### src/rtl/rmth_pkg.sv
// Package with shared types, constants and state codes for the running median block.
`timescale 1ns / 1ps
package rmth_pkg;
  localparam int MAX_COUNT_DEF  = 1024;
  localparam int DATA_WIDTH_DEF = 32;
  localparam int SAMPLE_W = 32;
  localparam int MEDIAN_W = 32;
  localparam int COUNT_W  = 11;

  typedef struct packed {
    logic [SAMPLE_W-1:0] sample;
    logic                start_new;
  } in_beat_t;

  typedef struct packed {
    logic [MEDIAN_W-1:0] median;
    logic [COUNT_W-1:0]  count;
    logic                full_drop;
  } out_beat_t;

  typedef enum logic [3:0] {
    ST_IDLE,
    ST_UP,
    ST_UP_CMP,
    ST_TOP_RD,
    ST_TOP_CMP,
    ST_DN_RD,
    ST_DN_CMP,
    ST_FIN_RD,
    ST_DONE
  } state_t;

  // Commands from controller to datapath.
  typedef struct packed {
    logic accept;     // latch input beat, clear on start, choose heap
    logic up_read;    // read parent of the hole
    logic up_move;    // move parent down into the hole
    logic up_place;   // write sample into the hole and grow the heap
    logic top_swap;   // take both tops as the values to sift down
    logic dn_read;    // read both children of the hole
    logic dn_move;    // move the chosen child up into the hole
    logic dn_place;   // write the sifted value into the hole
    logic dn_switch;  // go on with the upper heap
    logic finish;     // load the result register
  } cmd_t;

  // Status from datapath to controller.
  typedef struct packed {
    logic drop;       // sample is dropped
    logic at_root;    // hole is at the root
    logic up_above;   // sample ranks above its parent
    logic need_swap;  // tops out of order
    logic leaf;       // hole has no children
    logic dn_above;   // chosen child ranks above the sifted value
    logic on_upper;   // heap under work is the upper one
  } stat_t;
endpackage

### src/rtl/rmth_ctrl.sv
// Controller state machine sequencing insertion, top exchange and sift-down.
`timescale 1ns / 1ps
module rmth_ctrl (
  input  logic              clk,
  input  logic              rst,
  input  logic              in_valid,
  output logic              in_ready,
  output logic              out_valid,
  input  logic              out_ready,
  output rmth_pkg::cmd_t    cmd,
  input  rmth_pkg::stat_t   stat
);
  rmth_pkg::state_t state, state_next;
  logic             out_pend, out_pend_next;

  always_ff @(posedge clk) begin
    if (rst) begin
      state    <= rmth_pkg::ST_IDLE;
      out_pend <= 1'b0;
    end else begin
      state    <= state_next;
      out_pend <= out_pend_next;
    end
  end

  // Result register frees once taken; a new item may start while it waits.
  always_comb begin
    out_pend_next = out_pend;
    if (out_pend && out_ready) out_pend_next = 1'b0;
    if (cmd.finish) out_pend_next = 1'b1;
  end

  always_comb begin
    state_next = state;
    unique case (state)
      rmth_pkg::ST_IDLE:    if (in_valid) state_next = rmth_pkg::ST_UP;
      rmth_pkg::ST_UP:      begin
        if (stat.drop) state_next = rmth_pkg::ST_FIN_RD;
        else if (stat.at_root) state_next = rmth_pkg::ST_TOP_RD;
        else state_next = rmth_pkg::ST_UP_CMP;
      end
      rmth_pkg::ST_UP_CMP:  state_next = stat.up_above ? rmth_pkg::ST_UP
                                                       : rmth_pkg::ST_TOP_RD;
      rmth_pkg::ST_TOP_RD:  state_next = rmth_pkg::ST_TOP_CMP;
      rmth_pkg::ST_TOP_CMP: state_next = stat.need_swap ? rmth_pkg::ST_DN_RD
                                                        : rmth_pkg::ST_FIN_RD;
      rmth_pkg::ST_DN_RD:   begin
        if (!stat.leaf) state_next = rmth_pkg::ST_DN_CMP;
        else if (stat.on_upper) state_next = rmth_pkg::ST_FIN_RD;
        else state_next = rmth_pkg::ST_DN_RD;
      end
      rmth_pkg::ST_DN_CMP:  begin
        if (stat.dn_above) state_next = rmth_pkg::ST_DN_RD;
        else if (stat.on_upper) state_next = rmth_pkg::ST_FIN_RD;
        else state_next = rmth_pkg::ST_DN_RD;
      end
      rmth_pkg::ST_FIN_RD:  state_next = rmth_pkg::ST_DONE;
      rmth_pkg::ST_DONE:    if (!out_pend || out_ready) state_next = rmth_pkg::ST_IDLE;
      default:              state_next = rmth_pkg::ST_IDLE;
    endcase
  end

  always_comb begin
    cmd       = '0;
    in_ready  = 1'b0;
    out_valid = out_pend;
    unique case (state)
      rmth_pkg::ST_IDLE:    begin
        in_ready   = 1'b1;
        cmd.accept = in_valid;
      end
      rmth_pkg::ST_UP:      begin
        cmd.up_place = !stat.drop && stat.at_root;
        cmd.up_read  = !stat.drop && !stat.at_root;
      end
      rmth_pkg::ST_UP_CMP:  begin
        cmd.up_move  = stat.up_above;
        cmd.up_place = !stat.up_above;
      end
      rmth_pkg::ST_TOP_RD:  cmd = '0;
      rmth_pkg::ST_TOP_CMP: cmd.top_swap = stat.need_swap;
      rmth_pkg::ST_DN_RD:   begin
        cmd.dn_read   = !stat.leaf;
        cmd.dn_place  = stat.leaf;
        cmd.dn_switch = stat.leaf && !stat.on_upper;
      end
      rmth_pkg::ST_DN_CMP:  begin
        cmd.dn_move   = stat.dn_above;
        cmd.dn_place  = !stat.dn_above;
        cmd.dn_switch = !stat.dn_above && !stat.on_upper;
      end
      rmth_pkg::ST_FIN_RD:  cmd = '0;
      rmth_pkg::ST_DONE:    cmd.finish = !out_pend || out_ready;
      default:              cmd = '0;
    endcase
  end
endmodule

### config.mk
export PLATFORM = sky130hd
export DESIGN_NAME = rmth_ctrl
export DESIGN_NICKNAME = d
export VERILOG_FILES = /design/src/rtl/rmth_pkg.sv /design/src/rtl/rmth_ctrl.sv
export SDC_FILE = /design/constraint.sdc
export NUM_CORES = 1
export LEC_CHECK = 0
export BUFFER_PORTS_ARGS = -buffer_cell sky130_fd_sc_hd__buf_2
export CORE_AREA = 2 2 39 41
export DETAILED_ROUTE_END_ITERATION = 10
export DIE_AREA = 0 0 41 43
export PLACE_DENSITY_LB_ADDON = 0.2
export SYNTH_ARGS = -nofsm -noshare
export SYNTH_HDL_FRONTEND = slang
export SYNTH_SLANG_ARGS = --single-unit
### constraint.sdc
create_clock -name clk -period 1.8 [get_ports clk]
set_input_delay 0.54 -clock clk [delete_from_list [all_inputs] [get_ports clk]]
set_output_delay 0.54 -clock clk [all_outputs]
set_load 0.05 [all_outputs]
Word level (Yosys, flattened, before mapping)
Cells that the tools add are included.

Equal/unequal tests: 10. Reductions and logical operators: 16. Multiplexer cells: 22.

Operator list (count): 4-bit one-hot mux with 9 select lines (1); 4-bit by 3-bit == test with 1-bit output, second input constant (4); 1-bit 2-to-1 mux (11); 2-bit 2-to-1 mux (5); 4-bit by 2-bit == test with 1-bit output, second input constant (2); 4-bit 2-to-1 mux (2); 1-bit zero test (7); 1-bit logical AND (5); 4-bit by 1-bit == test with 1-bit output, second input constant (1); 4-bit == test, second input constant (1); 4-bit zero test (1); 2-bit != test, second input constant (2); 2-bit one-hot mux with 2 select lines (1); 3-bit 2-to-1 mux (1); 1-bit one-hot mux with 2 select lines (1); 2-bit AND reduction (1); 2-bit nonzero test (1); 1-bit logical OR (1).

Input bits: 11. Word-level logic and storage cells: 50. Flip-flop bits (word level): 5. Output and inout port bits: 12.

Depth between registers and ports, before layout
Depth after elaboration: 4. Mapped depth: 4. Depth with buffers taken out: 3.

Worst setup path before layout
No wires, ideal clock.

Path type: register -> output. Start: register state[0]. End: output port cmd[1] (netlist name). Data required time: 1.260 ns. Stages on the path, launching flop included: 5. Setup slack: -0.576 ns. Buffers on the path: 1. Data arrival time: 1.836 ns. Cells stage by stage: dfxtp_1 > buf_6 > nor2b_2 > a21oi_1 > nor3_1.

RTL lines: start: declaration (RTL line rmth_ctrl.sv:13) `rmth_pkg::state_t state, state_next;`; start signal: assignment (RTL line rmth_ctrl.sv:18) `state <= rmth_pkg::ST_IDLE;`; start signal: assignment (RTL line rmth_ctrl.sv:21) `state <= state_next;`; end: declaration (RTL line rmth_ctrl.sv:10) `output rmth_pkg::cmd_t cmd,`.

==> results.toml <==
[outcome]
status = "finished, violations left"
violations = "negative setup slack"

[layout]
final_nets = 101
area_delta_synth_final_pct = 81.5
nFillCells = 131
n_antenna_cell = 0
seq_area_um2 = 113
multi_input_area_um2 = 358
postLayoutCellArea_um2 = 808
post-route-util = 0.584
drive_gt1_frac = 0.652
layout.cells.non_filler = 105

[floorplanning]
fp-row-count = 14
initial_core_util = 0.322
die_x_um = 41
core_um2 = 1380
die_y_um = 43
ioPinCount = 23
dieArea_um2 = 1760

[grt]
grt_pass1_wl_um = 1790
antenna_found_initial = 0
track_usage = 0.149
grt_pass1_vias = 474
grt_max_degree = 13
overflow = 0

[cts]
cts_buffer_depth = 2
cts_made_buffers = 3
cts_hold_buffers = 0
clk_latency_ps = 230
cts.sinks = 5
cts_tree = "built"
cts-root-buf = "clkbuf_4"
cts.htree.levels = 1
clk_pin_slew_ps = 40

[worst_setup_path]
cp-start-kind = "register"
arrival_ps = 1330
crit_type = "reg -> out"
crit_required_ps = 1260
endpoint_kind = "output port"
path_max_fanout = 4

[placement]
placed_cell_area_um2 = 631
place.port_buffers = 22
placedCellCount = 97
dpl.hpwl_um = 894
gp_congestion = 0.717

[worst_hold_path]
hold_class = "reg -> reg"

[power_and_ir_drop]
power_density_nw_per_um2 = 709
p_sw_mw = 0.225
ir_worst_vdd_v = 0.000374
p_sw_frac = 0.393
clock_power_share = 0.215
fin_total_pwr_mw = 0.573
p_leak_nw = 0.362
intPower_mw = 0.348
pwr-share-seq = 0.264
comb_power_share = 0.522

[logic_synthesis]
syn_area_um2 = 445
synth_warnings = 0
syn-num-nets = 65
yosysSeqAreaShare = 0.225
ys_ff_latch = 5
syn_avg_cell_area_um2 = 8.25
yosys.cell_types.count = 26
syn_inst = 54

[sta]
fmax_mhz = 534
finalHoldViolations = 0
relSlewSlack = 0.838
final.setup.tns_ps = -214
setup_viol = 4
fin_ws_ps = -72.9
worstMarginPinSlew_ps = 241
drv_slew = 0
timing.final.crit_period_ps = 1870
fin_skew_ps = 0.599
finalCritPeriodShare = 1.04
rsz0062_at_grt = "true"

[detailed_routing]
wl_per_cell_um = 11.0
drtPass1Iterations = 4
routed_wl_um = 1150
drc = 0
dr.first_iter.drc_count = 10
vias_per_cell = 5.07
ant_nets = 0
vias = 532

[flow_run]
drv_cap = 0
## path summary, 6_finish.rpt
check | cells after the start | to | from | slack (ps)
min | 1 | state[0] | state[0] | 490
max | 4 | cmd[0] | state[2] | -70
min reg2reg | 1 | state[0] | state[0] | 490
max reg2reg | 6 | state[3] | state[2] | 470
## layout by cell type, fill, tap and decap left out, types with 2 or more instances in the layout
master,n
buf_4,12
buf_6,10
a311o_1,2
buf_2,11
nor2_2,4
nand2b_1,2
a32oi_1,2
nand2_1,4
clkbuf_4,4
inv_1,3
and3_1,3
nor2_1,2
dfxtp_4,3
nor2b_1,2
a21oi_1,2
nor2b_4,2
## cells in the mapped netlist
master	count	area share
buf_4	2	0.034
and3_1	3	0.042
nor2_1	6	0.051
nor4b_4	1	0.053
or3_1	1	0.014
nand2_1	4	0.034
and2_1	2	0.028
a211oi_2	1	0.028
o211ai_1	1	0.017
o21ai_0	1	0.011
nor3_1	2	0.022
buf_6	2	0.051
a31oi_1	1	0.014
dfxtp_1	5	0.22
nor4_4	1	0.048
nor3b_2	1	0.028
nor2b_2	1	0.020
nand2b_1	2	0.028
a32oi_1	2	0.039
a311o_1	2	0.045
inv_1	3	0.025
nor2b_1	4	0.056
a21oi_1	3	0.034
a21o_1	1	0.017
o32ai_1	1	0.020
o21bai_1	1	0.017
## cell families (layout without fill, tap and decap cells)
family                 count (synthesis)  after routing  share of synthesized area
AND/OR/NAND/NOR                       28             28                      0.424
buffers and inverters                  7             42                      0.110
AO/OA/AOI/OAI                         14             14                      0.242
flip-flops                             5              5                      0.225
## metal layers
metal	GRT usage	wire (um)	part of all wire
met4	0.100	10	0.0087
met1	0.167	493	0.43
met5	0	0	0
met2	0.244	614	0.53
met3	0.0157	33	0.029
## state kept, by name, indices dropped and copies added, names as in the netlist
name	cells
out_valid	1
state	4
## worst max-delay path: stages, from the launching register on
cell and delay, ps:
dfxtp_4 350, buf_6 120, nor4b_4 270, nor2b_2 190, buf_6 160
## power by group through the flow
| stage | Sequential [mW] | Combinational, mW | Clock, mW |
|---|---|---|---|
| floorplan | 0.129 | 0.194 | 0 |
| global placement | 0.147 | 0.240 | 0 |
| detailed placement | 0.147 | 0.241 | 0 |
| CTS | 0.150 | 0.282 | 0.131 |
| global route | 0.154 | 0.318 | 0.137 |
| finish | 0.151 | 0.299 | 0.123 |
## layout make-up
cell class	count	area share
clock buffers	4	0.0325
inverters	3	0.0139
multi-input cells	42	0.443
flip-flops and latches	5	0.139
well taps	16	0.0248
repair buffers	35	0.347
## per-stage QoR
stage                     worst slack, ps  hold WS (ps)
final                               -72.9           492
after global routing                 -151           510
after CTS                           -79.5           492
after detailed placement            -63.3           538
after global placement              -44.7           541
after floorplan                      -273           575
## repair_timing
action,in CTS,in global routing
endpoints found under the setup margin,11,11
setup buffers,3,1
pin swaps,2,1
gates resized for setup,31,8
Note: power is estimated with default switching activity, not from simulation.
